===== config.mk =====
export PLATFORM = sky130hd
export DESIGN_NAME = single_wildcard_substring_match
export DESIGN_NICKNAME = d
export VERILOG_FILES = /design/src/swsm_pkg.sv /design/src/swsm_cell.sv /design/src/single_wildcard_substring_match.sv
export VERILOG_INCLUDE_DIRS = /design/src /design/src/src
export SDC_FILE = /design/constraint.sdc
export NUM_CORES = 1
export LEC_CHECK = 0
export BUFFER_PORTS_ARGS = -buffer_cell sky130_fd_sc_hd__buf_2
export CAP_MARGIN = 20
export CORE_ASPECT_RATIO = 1.2
export CORE_MARGIN = 3
export CORE_UTILIZATION = 50
export CTS_CLUSTER_DIAMETER = 60
export DETAILED_ROUTE_END_ITERATION = 16
export HOLD_SLACK_MARGIN = 0.02
export MAX_ROUTING_LAYER = met4
export PLACE_DENSITY = 0.73
export SLEW_MARGIN = 0
export SYNTH_ARGS = -nofsm -noshare
export SYNTH_HDL_FRONTEND = slang
export SYNTH_SLANG_ARGS = --single-unit

===== constraint.sdc =====
create_clock -name clk_i -period 7.65 [get_ports clk_i]
set_clock_uncertainty 0.2 [all_clocks]
set_input_delay 0.765 -clock clk_i [delete_from_list [all_inputs] [get_ports clk_i]]
set_output_delay 0.765 -clock clk_i [all_outputs]
set_load 0.02 [all_outputs]

===== src/single_wildcard_substring_match_macros.svh =====
`ifndef SINGLE_WILDCARD_SUBSTRING_MATCH_MACROS_SVH
`define SINGLE_WILDCARD_SUBSTRING_MATCH_MACROS_SVH

// a implies b in the same cycle
`define SWSM_ASSERT_IMPL(label, clk, rst_n, a, b) \
  label: assert property (@(posedge clk) disable iff (!rst_n) (a) |-> (b)) \
    else $error("swsm assertion failed");

// a implies b in the next cycle
`define SWSM_ASSERT_NEXT(label, clk, rst_n, a, b) \
  label: assert property (@(posedge clk) disable iff (!rst_n) (a) |=> (b)) \
    else $error("swsm assertion failed");

`endif


===== src/swsm_pkg.sv =====
`default_nettype none

package swsm_pkg;

  localparam int MAX_PART = 8;
  localparam int IDX_W    = (MAX_PART > 1) ? $clog2(MAX_PART) : 1;
  localparam int LEN_W    = 4;
  localparam int PAT_W    = 64;
  localparam int SINCE_W  = 4;
  localparam int CFG_IDX_W = 8;

  typedef enum logic [CFG_IDX_W-1:0] {
    REG_PREFIX_BYTES  = 8'd0,
    REG_PREFIX_LENGTH = 8'd1,
    REG_SUFFIX_BYTES  = 8'd2,
    REG_SUFFIX_LENGTH = 8'd3
  } cfg_reg_e;

  typedef struct packed {
    logic [7:0] text_byte;
    logic       text_end;
  } text_item_t;

  typedef struct packed {
    logic found;
    logic final_res;
  } result_item_t;

  typedef struct packed {
    logic [7:0] pre_byte;
    logic [7:0] suf_byte;
  } cell_want_t;

  typedef struct packed {
    logic pre;
    logic suf;
  } cell_hit_t;

  function automatic logic [LEN_W-1:0] clamp_len(input logic [LEN_W-1:0] len);
    return (len > LEN_W'(MAX_PART)) ? LEN_W'(MAX_PART) : len;
  endfunction

  function automatic logic [7:0] pick_byte(input logic [PAT_W-1:0] pat,
                                           input logic [LEN_W-1:0] idx);
    logic [PAT_W-1:0] sh;
    sh = pat >> {idx[IDX_W-1:0], 3'b000};
    return sh[7:0];
  endfunction

endpackage

`default_nettype wire


===== src/swsm_cell.sv =====
`default_nettype none

module swsm_cell import swsm_pkg::*; (
  input  wire logic       clk_i,
  input  wire logic       rst_ni,
  input  wire logic       shift_i,
  input  wire logic       clear_i,
  input  wire logic [7:0] byte_i,
  input  wire logic       valid_i,
  input  wire cell_want_t want_i,
  output logic [7:0]      byte_o,
  output logic            valid_o,
  output cell_hit_t       hit_o
);

  logic [7:0] byte_q;
  logic       valid_q;

  // compare the byte that enters this cell on the shift
  assign hit_o.pre = (byte_i == want_i.pre_byte);
  assign hit_o.suf = (byte_i == want_i.suf_byte);

  always_ff @(posedge clk_i) begin
    if (shift_i) begin
      byte_q <= byte_i;
    end
  end

  always_ff @(posedge clk_i or negedge rst_ni) begin
    if (!rst_ni) begin
      valid_q <= 1'b0;
    end else if (shift_i) begin
      valid_q <= valid_i & ~clear_i;
    end
  end

  assign byte_o  = byte_q;
  assign valid_o = valid_q;

endmodule

`default_nettype wire


===== src/single_wildcard_substring_match.sv =====
// Single-star wildcard substring matcher.
// Input channel (in_valid_i/in_ready_o/in_item_i) takes one text byte per
// item with a text_end flag on the last byte of a text. Each input item
// yields exactly one result item on the output channel
// (out_valid_o/out_ready_i/out_item_o): found is sticky within the text,
// final_res echoes text_end. After the text_end item the window and flags
// clear and the next byte starts a new text; the pattern registers stay.
// Pattern registers are written through cfg_we_i/cfg_index_i/cfg_data_i
// while the block is idle, a user rule the block does not enforce.
// Lengths above eight count as eight. A result is registered, valid in the
// cycle after its item is accepted. One item per cycle is taken unless the
// output stalls; window cells shift and compare one byte per accepted item
// against the selected pattern bytes. A stalled receiver holds the output
// register; an item is still accepted in the cycle the held result is taken,
// so ready drops only while a result waits and out_ready_i is low. Reset
// clears the window valid bits, flags, output valid and pattern registers.
`default_nettype none
`include "single_wildcard_substring_match_macros.svh"

module single_wildcard_substring_match import swsm_pkg::*; (
  input  wire logic                 clk_i,
  input  wire logic                 rst_ni,
  input  wire logic                 in_valid_i,
  output logic                      in_ready_o,
  input  wire text_item_t           in_item_i,
  output logic                      out_valid_o,
  input  wire logic                 out_ready_i,
  output result_item_t              out_item_o,
  input  wire logic                 cfg_we_i,
  input  wire logic [CFG_IDX_W-1:0] cfg_index_i,
  input  wire logic [PAT_W-1:0]     cfg_data_i
);

  logic [PAT_W-1:0] prefix_q, suffix_q;
  logic [LEN_W-1:0] plen_raw_q, slen_raw_q;
  logic [LEN_W-1:0] plen, slen, plen_m1, slen_m1;

  logic               seen_q, seen_d;
  logic [SINCE_W-1:0] since_q, since_d;
  logic               match_q, match_d;
  logic               out_valid_q;
  result_item_t       out_item_q;

  logic accept;
  logic [MAX_PART-1:0] valid_new;
  logic [7:0]          chain_byte [MAX_PART];
  logic [MAX_PART-1:0] chain_valid;
  cell_want_t          want [MAX_PART];
  cell_hit_t           hit  [MAX_PART];

  logic pre_all, suf_all, pre_ok, suf_ok, pdone, since_ok;

  assign plen    = clamp_len(plen_raw_q);
  assign slen    = clamp_len(slen_raw_q);
  assign plen_m1 = plen - LEN_W'(1);
  assign slen_m1 = slen - LEN_W'(1);

  assign in_ready_o = ~out_valid_q | out_ready_i;
  assign accept     = in_valid_i & in_ready_o;

  always_ff @(posedge clk_i or negedge rst_ni) begin
    if (!rst_ni) begin
      prefix_q   <= '0;
      plen_raw_q <= '0;
      suffix_q   <= '0;
      slen_raw_q <= '0;
    end else if (cfg_we_i) begin
      case (cfg_index_i)
        REG_PREFIX_BYTES:  prefix_q   <= cfg_data_i;
        REG_PREFIX_LENGTH: plen_raw_q <= cfg_data_i[LEN_W-1:0];
        REG_SUFFIX_BYTES:  suffix_q   <= cfg_data_i;
        REG_SUFFIX_LENGTH: slen_raw_q <= cfg_data_i[LEN_W-1:0];
        default: ;
      endcase
    end
  end

  for (genvar k = 0; k < MAX_PART; k++) begin : g_cell
    if (k == 0) begin : g_head
      assign valid_new[k] = 1'b1;
      swsm_cell u_cell (
        .clk_i   (clk_i),
        .rst_ni  (rst_ni),
        .shift_i (accept),
        .clear_i (in_item_i.text_end),
        .byte_i  (in_item_i.text_byte),
        .valid_i (1'b1),
        .want_i  (want[k]),
        .byte_o  (chain_byte[k]),
        .valid_o (chain_valid[k]),
        .hit_o   (hit[k])
      );
    end else begin : g_body
      assign valid_new[k] = chain_valid[k-1];
      swsm_cell u_cell (
        .clk_i   (clk_i),
        .rst_ni  (rst_ni),
        .shift_i (accept),
        .clear_i (in_item_i.text_end),
        .byte_i  (chain_byte[k-1]),
        .valid_i (chain_valid[k-1]),
        .want_i  (want[k]),
        .byte_o  (chain_byte[k]),
        .valid_o (chain_valid[k]),
        .hit_o   (hit[k])
      );
    end
    assign want[k].pre_byte = pick_byte(prefix_q, plen_m1 - LEN_W'(k));
    assign want[k].suf_byte = pick_byte(suffix_q, slen_m1 - LEN_W'(k));
  end

  always_comb begin
    pre_all = 1'b1;
    suf_all = 1'b1;
    for (int k = 0; k < MAX_PART; k++) begin
      pre_all = pre_all & (hit[k].pre | (LEN_W'(k) >= plen));
      suf_all = suf_all & (hit[k].suf | (LEN_W'(k) >= slen));
    end
  end

  assign pre_ok = (plen != '0) & valid_new[plen_m1[IDX_W-1:0]] & pre_all;
  assign suf_ok = valid_new[slen_m1[IDX_W-1:0]] & suf_all;

  always_comb begin
    seen_d  = seen_q;
    since_d = since_q;
    if (seen_q) begin
      if (since_q != '1) begin
        since_d = since_q + SINCE_W'(1);
      end
    end else if (pre_ok) begin
      seen_d  = 1'b1;
      since_d = '0;
    end
  end

  assign pdone    = (plen == '0) | seen_d;
  assign since_ok = (plen == '0) | (since_d >= SINCE_W'(slen));
  assign match_d  = match_q | (pdone & ((slen == '0) | (suf_ok & since_ok)));

  always_ff @(posedge clk_i or negedge rst_ni) begin
    if (!rst_ni) begin
      seen_q      <= 1'b0;
      since_q     <= '0;
      match_q     <= 1'b0;
      out_valid_q <= 1'b0;
    end else begin
      if (accept) begin
        out_valid_q <= 1'b1;
        if (in_item_i.text_end) begin
          seen_q  <= 1'b0;
          since_q <= '0;
          match_q <= 1'b0;
        end else begin
          seen_q  <= seen_d;
          since_q <= since_d;
          match_q <= match_d;
        end
      end else if (out_ready_i) begin
        out_valid_q <= 1'b0;
      end
    end
  end

  always_ff @(posedge clk_i) begin
    if (accept) begin
      out_item_q.found     <= match_d;
      out_item_q.final_res <= in_item_i.text_end;
    end
  end

  assign out_valid_o = out_valid_q;
  assign out_item_o  = out_item_q;

  `SWSM_ASSERT_NEXT(a_end_clears, clk_i, rst_ni, accept && in_item_i.text_end,
                    !seen_q && !match_q && (chain_valid == '0))
  `SWSM_ASSERT_NEXT(a_sticky, clk_i, rst_ni, accept && match_q, out_item_o.found)
  `SWSM_ASSERT_IMPL(a_since_idle, clk_i, rst_ni, !seen_q, since_q == '0)
  `SWSM_ASSERT_NEXT(a_double_star, clk_i, rst_ni,
                    accept && (plen == '0) && (slen == '0), out_item_o.found)

endmodule

`default_nettype wire

==> results of run 1 <==
[kinds of logic after synthesis]
| logic type | count (synthesis) | synth area share [%] |
|---|---|---|
| multiplexers | 410 | 29.89 |
| AO/OA/AOI/OAI | 323 | 14.53 |
| XOR/XNOR | 125 | 6.912 |
| AND/OR/NAND/NOR | 324 | 10.52 |
| flip-flops | 208 | 33.88 |
| adder cells (fa/ha/maj) | 11 | 0.8486 |
| buffers and inverters | 134 | 3.425 |
[how the worst max path moves through the flow]
stage                     endpoint
2_1_floorplan  match_q$_DFFE_PN0P_
3_3_place_gp   match_q$_DFFE_PN0P_
3_5_place_dp   match_q$_DFFE_PN0P_
4_1_cts        match_q$_DFFE_PN0P_
5_1_grt        match_q$_DFFE_PN0P_
6_report       match_q$_DFFE_PN0P_
[metrics by stage]
| step | setup slack, ps | hold slack, ps |
|---|---|---|
| 2_1_floorplan | 864.9 | 224.4 |
| 3_3_place_gp | 928.0 | 290.6 |
| 3_5_place_dp | 555.0 | 300.6 |
| 4_1_cts | 574.7 | 59.74 |
| 5_1_grt | 23.85 | 93.01 |
| 6_report | 631.0 | 35.47 |
[Yosys cell counts (28+ instances only)]
| cell | count |
|---|---|
| a21oi_1 | 44 |
| edfxtp_1 | 58 |
| mux2i_1 | 203 |
| o21ai_0 | 44 |
| dfrtp_1 | 150 |
| xnor2_1 | 66 |
| nor2_1 | 49 |
| o22ai_1 | 28 |
| nand2_1 | 102 |
| nand3_1 | 29 |
| clkbuf_1 | 60 |
| mux2_2 | 164 |
| xor2_1 | 57 |
| mux4_2 | 43 |
[routing by layer]
metal  vias up  track usage, %  share of wire [%]
li1       6032               -                  -
met1      7017           46.83                 37
met2       964           56.20                 46
met4         0           18.72                6.9
met3       238           5.758                 10
met5         -               -                  0
[cell type report]
class / count / area, um^2
timing repair buffer: 122 / 700.7
tap: 401 / 501.7
fill: 2716 / 13750
clock inverter: 14 / 136.4
multi-input combinational: 1193 / 10190
inverter: 25 / 93.84
clock buffer: 34 / 753.2
sequential: 208 / 5500
[placed cells by master (no fill, tap or decap), types with 11 or more instances in the layout]
master	instances
buf_4	31
edfxtp_1	58
xnor2_1	66
o221ai_1	22
nand2_1	102
nand3_1	29
a222oi_1	11
dfrtp_1	146
mux4_2	43
a21oi_1	44
o21ai_0	44
mux2_2	164
o22ai_1	28
nor4_1	17
inv_1	21
a211oi_1	22
nor2b_1	13
buf_2	88
nand4_1	12
nor3_1	24
nor2_1	49
a221oi_1	13
and2_1	11
a22oi_1	20
xor2_1	57
clkbuf_16	28
mux2i_1	203
[sequential cells by signal (all words and copies together) (netlist names)]
signal / cells
prefix_q: 64
suffix_q: 64
g_cell.g_body.u_cell.byte_o: 48
g_cell.g_head.u_cell.byte_o: 8
g_cell.g_body.u_cell.valid_o: 6
plen_raw_q: 4
since_q: 4
slen_raw_q: 4
out_item_o: 2
g_cell.g_head.u_cell.valid_o: 1
match_q: 1
out_valid_o: 1
seen_q: 1
[where the power goes]
| part | internal (mW) | switching, mW | total, mW |
|---|---|---|---|
| sequential | 1.21 | 0.147 | 1.36 |
| combinational | 0.354 | 0.478 | 0.832 |
| clock | 0.738 | 0.519 | 1.26 |
[repair_timing]
action / 4_1_cts / 5_1_grt
buffers inserted: 0 / 0
setup endpoints to repair: 0 / 2
gates resized for setup: 0 / 1
==> summary.txt, run 1 <==
Global routing
  – Remaining Overflow, GRT: 0
  – GRT Total Usage: between 30% and 40%
  – Largest net degree at the start of global routing: 77
  – Vias in the first global route: roughly 14000
  – Global-route wire length before repair: between 90000 and 100000 um
  – Antenna violations before repair: 0

Placed design
  – DP HPWL: roughly 47000 um
  – Placed cells: just under 2000
  – PortBufs: a little under 90
  – GPL Wtd Cong: between 1 and 1.5
  – Placed cell area: 16970 um^2

Status
  – Status: complete, no violations

STA
  – Final critical-path share of the clock period: between 90% and 100%
  – Final TNS setup: 0 ps
  – Slew HR: around a quarter
  – Setup violators final: 0
  – Unrepaired setup endpoints after global routing: no
  – Slew at the pin with the worst max-slew slack: 1108 ps
  – Final Max Slew Viols: 0
  – Min cycle time layout: approximately 7000 ps
  – Fmax: 142.5 MHz
  – Final Hold Viols: 0

Clock tree
  – Clock sink count: 208
  – Cts hold-fix bufs: 0
  – CTS max path bufs: 3
  – Worst-Skew Late Latency: between 500 and 600 ps
  – Cts bufs inserted: 26
  – Clock Pin Slew Worst Setup and Hold Paths: 60 ps
  – CTS root buffer: clkbuf_16
  – CTS tree: yes
  – H-tree levels: 1

Detailed routing
  – Drt first-iter violations: between 1500 and 2000
  – 1st-pass router iterations: 8
  – Vias per inst: 7.136
  – Routed Antenna Nets: 0
  – Via count: about 14000
  – Routed WL per cell: 31.21 um
  – DR DRC count: 0
  – Total routed wirelength: between 60000 and 70000 um

Flow run
  – Max_cap viols: 0

Finish
  – N_diodes: 0
  – # nets final: 1673
  – Area Overhead vs Synth: 10.23%
  – Layout Utilization: a little under three fifths
  – Fraction of layout cells with a size suffix above 1: a little over a quarter
  – Fin cells: approximately 2000
  – Design area: approximately 18000 um^2

Synth
  – Synth warn: 0
  – Mapped Nets: ~1600
  – Post-synth EDFFs: 58
  – Area leader, netlist: dfrtp_1
  – Post-synthesis cell area: ~16000 um^2
  – Top-area cell type share of the netlist area: 23.14%
  – Sequential-to-total area share from yosys stat: between 30% and 40%
  – Yosys reg bits: 208
  – Synth top area cells: dfrtp_1 23%, mux2i_1 13%, mux2_2 11%
  – Post-synthesis cell count: around 1500
  – Synth cell types: 86
  – Syn_area_per_cell: around 11 um^2
  – Post-synth ARST share: 72.12%
  – Dominant synthesized flop cell: dfrtp_1

Setup path
  – R2R cell count: 25
  – R2r startpoint: plen_raw_q[3]$_DFFE_PN0P_
  – CP Buf/Inv Count: 3
  – CP Data Required Time: 7900 ps
  – Crit path max fanout: 48
  – Largest delay contributor family on the critical path: compound AO/OA/AOI/OAI gates
  – Crit path kind: flip-flop to flip-flop
  – CP max stage delay: roughly 580 ps
  – Critical-path top delay cell: a2111oi_0
  – Worst Setup SP: plen_raw_q[3]$_DFFE_PN0P_
  – WP depth: 25
  – Crit path capture type: flip-flop
  – Worst r2r dst: match_q$_DFFE_PN0P_
  – Worst EP arrival: roughly 7300 ps
  – R2R Setup Slk: around 630 ps
  – Worst Setup Start Kind: flip-flop

Floorplan
  – Starting density of the core: 51.29%
  – Core area: ~32000 um^2
  – Chip height: approximately 200 um
  – Die X: 170.4 um
  – Row Count: ~70
  – IO Pins: 90
  – Die footprint: roughly 35000 um^2

Pwr
  – Leak: around 7.4 nW
  – Pwr per Cell Area: a little under 200 nW/um^2
  – Max VDD drop: between 0.15 and 0.2 mV
  – Overall power: roughly 3.4 mW

Worst hold path
  – Worst Hold Class: primary input to async pin
(Power assumes the default switching activity.)
==> inputs of run 2 (changes only) <==
CELL_PAD_IN_SITES_DETAIL_PLACEMENT = 0   (was unset)
CELL_PAD_IN_SITES_GLOBAL_PLACEMENT = 2   (was unset)
CORE_UTILIZATION = 42   (was 50)
PLACE_DENSITY = 0.88   (was 0.73)
==> run 2 against run 1 <==
Effect of this change: via count down 1.1%; core utilization down 9.3 points; worst hold slack worse by 9.4 ps; critical path depth down 1; register-to-register slack better by 100 ps; combinational power about the same; final cell count up 3.8%; first-iteration DRC count down 13%; wire length up 4.6%.
==> summary.txt, run 2 (synthesis results as in run 1) <==
Finish
  – Fillers: 3490 (+28%)
  – Seq. cell area: 5500 um^2 (unchanged)
  – Commonest non-fill, non-tap cell in the layout: mux2i_1
  – Area Overhead vs Synth: 10.50%
  – # nets final: 1672 (-0.060%)
  – Fraction of layout cells with a size suffix above 1: 25.69% (-0.31 points)
  – Design area: 17920 um^2 (+0.24%)
  – Multi-input logic area: 10190 um^2 (unchanged)
  – Most frequent cells in the layout: 203 x mux2i_1, 164 x mux2_2, 146 x dfrtp_1, 102 x nand2_1, 88 x buf_2

Placed design
  – Placed cell area: 17070 um^2 (+0.58%)
  – GPL Wtd Cong: 1.051 (-5.3%)
  – DP HPWL: 49860 um (+5.5%)
  – PortBufs: 89 (unchanged)
  – Pre-CTS setup slack: 813.2 ps (+258.2 ps)

Clock tree
  – H-tree levels: 1 (unchanged)
  – CTS tree: yes
  – Cts bufs inserted: 25 (-3.8%)
  – # Post-CTS Setup Buffers: 0 (unchanged)
  – Worst-Skew Late Latency: 560 ps (about the same)
  – Clock Pin Slew Worst Setup and Hold Paths: 60 ps (about the same)
  – PostCTS Resize Cnt: 0 (unchanged)
  – CTS root buffer: clkbuf_16
  – CTS max path bufs: 3 (unchanged)
  – Cts hold-fix bufs: 0 (unchanged)
  – Clock sink count: 208 (unchanged)

STA
  – Fmax: 144.6 MHz (+1.5%)
  – Min cycle time layout: 6914 ps (-104.9 ps)
  – Slew HR: 24.69% (-0.81 points)
  – Hold_ws: 26.10 ps (-9.374 ps)
  – Final TNS setup: 0 ps (unchanged)
  – Final Max Slew Viols: 0 (unchanged)
  – Final Worst Setup Slack: 735.9 ps (+104.9 ps)
  – Final critical-path share of the clock period: 90.38% (-1.4 points)
  – Slew at the pin with the worst max-slew slack: 1126 ps (+17.24 ps)
  – Final Hold Viols: 0 (unchanged)
  – Setup violators final: 0 (unchanged)
  – Unrepaired setup endpoints after global routing: no

Global routing
  – Global-route wire length before repair: 94130 um (+3.9%)
  – Antenna violations before repair: 1 (+1)
  – Vias in the first global route: 13470 (-0.29%)
  – Remaining Overflow, GRT: 0 (unchanged)
  – GRT Total Usage: 32.06% (-4.5 points)
  – Largest net degree at the start of global routing: 82 (+6.5%)

Floorplan
  – Die footprint: 41020 um^2 (+18%)
  – Core area: 37960 um^2 (+20%)
  – Starting density of the core: 42.72% (-8.6 points)
  – IO Pins: 90 (unchanged)
  – Row Count: 78 (+9.9%)
  – Chip height: 221.3 um (+8.8%)
  – Die X: 185.4 um (+8.8%)

Setup path
  – R2R Setup Slk: 740 ps (+100 ps)
  – Crit path kind: flip-flop to flip-flop
  – Worst r2r dst: match_q$_DFFE_PN0P_
  – Crit path capture type: flip-flop
  – Worst Setup Start Kind: flip-flop
  – Worst EP arrival: 7160 ps (-110 ps)
  – R2R cell count: 24 (-4.0%)
  – R2r startpoint: plen_raw_q[3]$_DFFE_PN0P_
  – CP Data Required Time: 7900 ps (about the same)
  – Crit path max fanout: 22 (-54%)

Detailed routing
  – DR DRC count: 0 (unchanged)
  – Vias per inst: 6.800 (-4.7%)
  – Routed Antenna Nets: 0 (unchanged)
  – 1st-pass router iterations: 9 (+1)
  – Routed WL per cell: 31.46 um (+0.79%)
  – Total routed wirelength: 65210 um (+4.6%)
  – Drt first-iter violations: 1722 (-13%)
  – Via count: 14100 (-1.1%)

Pwr
  – Reg power frac: 39.8% (+0.4 points)
  – Pwr per Cell Area: 190.6 nW/um^2 (-1.1%)
  – Comb pwr share: 24.4% (+0.3 points)
  – Internal power: 2.287 mW (-0.62%)
  – Clock power frac: 35.8% (-0.7 points)
  – Sw frac: 33.08% (-0.13 points)
  – Max VDD drop: 0.1647 mV (-13%)
  – Leak: 7.412 nW (-0.29%)
  – Sw power: 1.130 mW (-1.2%)

Flow run
  – Max_cap viols: 0 (unchanged)

Worst hold path
  – Worst Hold Class: primary input to async pin

Status
  – Status: complete, no violations
==> run 2: changes by cell type in the layout (fill, tap and decap cells not counted), sizes merged, moves of 2 or more <==
cell | before | now
bufinv | 1 | 3
clkinv | 8 | 4
inv | 27 | 30
clkinvlp | 3 | 0
clkbuf | 35 | 32
==> run 2: how the worst max path moves through the flow <==
stage / slack, ps / to / start
finish: 740 / match_q$_DFFE_PN0P_ / plen_raw_q[3]$_DFFE_PN0P_
CTS: 820 / match_q$_DFFE_PN0P_ / plen_raw_q[3]$_DFFE_PN0P_
detailed placement: 810 / match_q$_DFFE_PN0P_ / plen_raw_q[3]$_DFFE_PN0P_
global route: 270 / out_item_o[1]$_DFFE_PP_ / plen_raw_q[1]$_DFFE_PN0P_
floorplan: 860 / match_q$_DFFE_PN0P_ / plen_raw_q[3]$_DFFE_PN0P_
global placement: 920 / match_q$_DFFE_PN0P_ / plen_raw_q[1]$_DFFE_PN0P_
==> run 2: power groups by stage <==
stage          Clock [mW]  Combinational, mW  Sequential, mW
2_1_floorplan           0              0.598            1.29
3_3_place_gp            0              0.813            1.37
3_5_place_dp            0              0.816            1.37
4_1_cts              1.24              0.820            1.35
5_1_grt              1.28              0.893            1.36
6_report             1.22              0.835            1.36
==> run 2: per-layer routing <==
layer  part of all wire, %  track usage, %  vias to the layer above
li1                      -               -                     6017
met5                     0               -                        -
met1                    39           41.42                     7118
met3                   7.9           4.406                      173
met2                    47           50.59                      788
met4                   5.6           13.46                        0
==> run 2: per-stage QoR <==
step	utilization, %	total power [mW]	std cells
finish	47.21	3.417	2073
global route	47.21	3.532	2073
CTS	47.16	3.407	2070
detailed placement	44.97	2.187	2026
global placement	44.97	2.183	2026
floorplan	-	1.885	1535
==> run 2: area by class of cell <==
type	instances	share of cell area, %
multi-input cells	1193	56.87
flip-flops and latches	208	30.69
repair buffers	122	3.903
clock buffers	32	3.693
well taps	480	3.351
clock inverters	12	0.9564
inverters	25	0.5236
diodes	1	0.01396
==> run 2: critical path: stages, from the launching register on <==
cell and delay, ps:
dfrtp_1 360, buf_4 250, nand2b_2 180, inv_2 40, ha_2 630, buf_4 400
mux2i_1 160, mux4_2 530, xnor2_1 140, or4_1 510, o32ai_1 400, and4b_1 500
nor2_1 150, a22oi_1 240, ha_1 160, nand2b_1 100, a21o_1 110, a21oi_1 60
nor2b_1 100, o32ai_1 80, nor4_1 250, o2111ai_1 150, a2111oi_0 560, a311oi_1 230
nor4_2 310
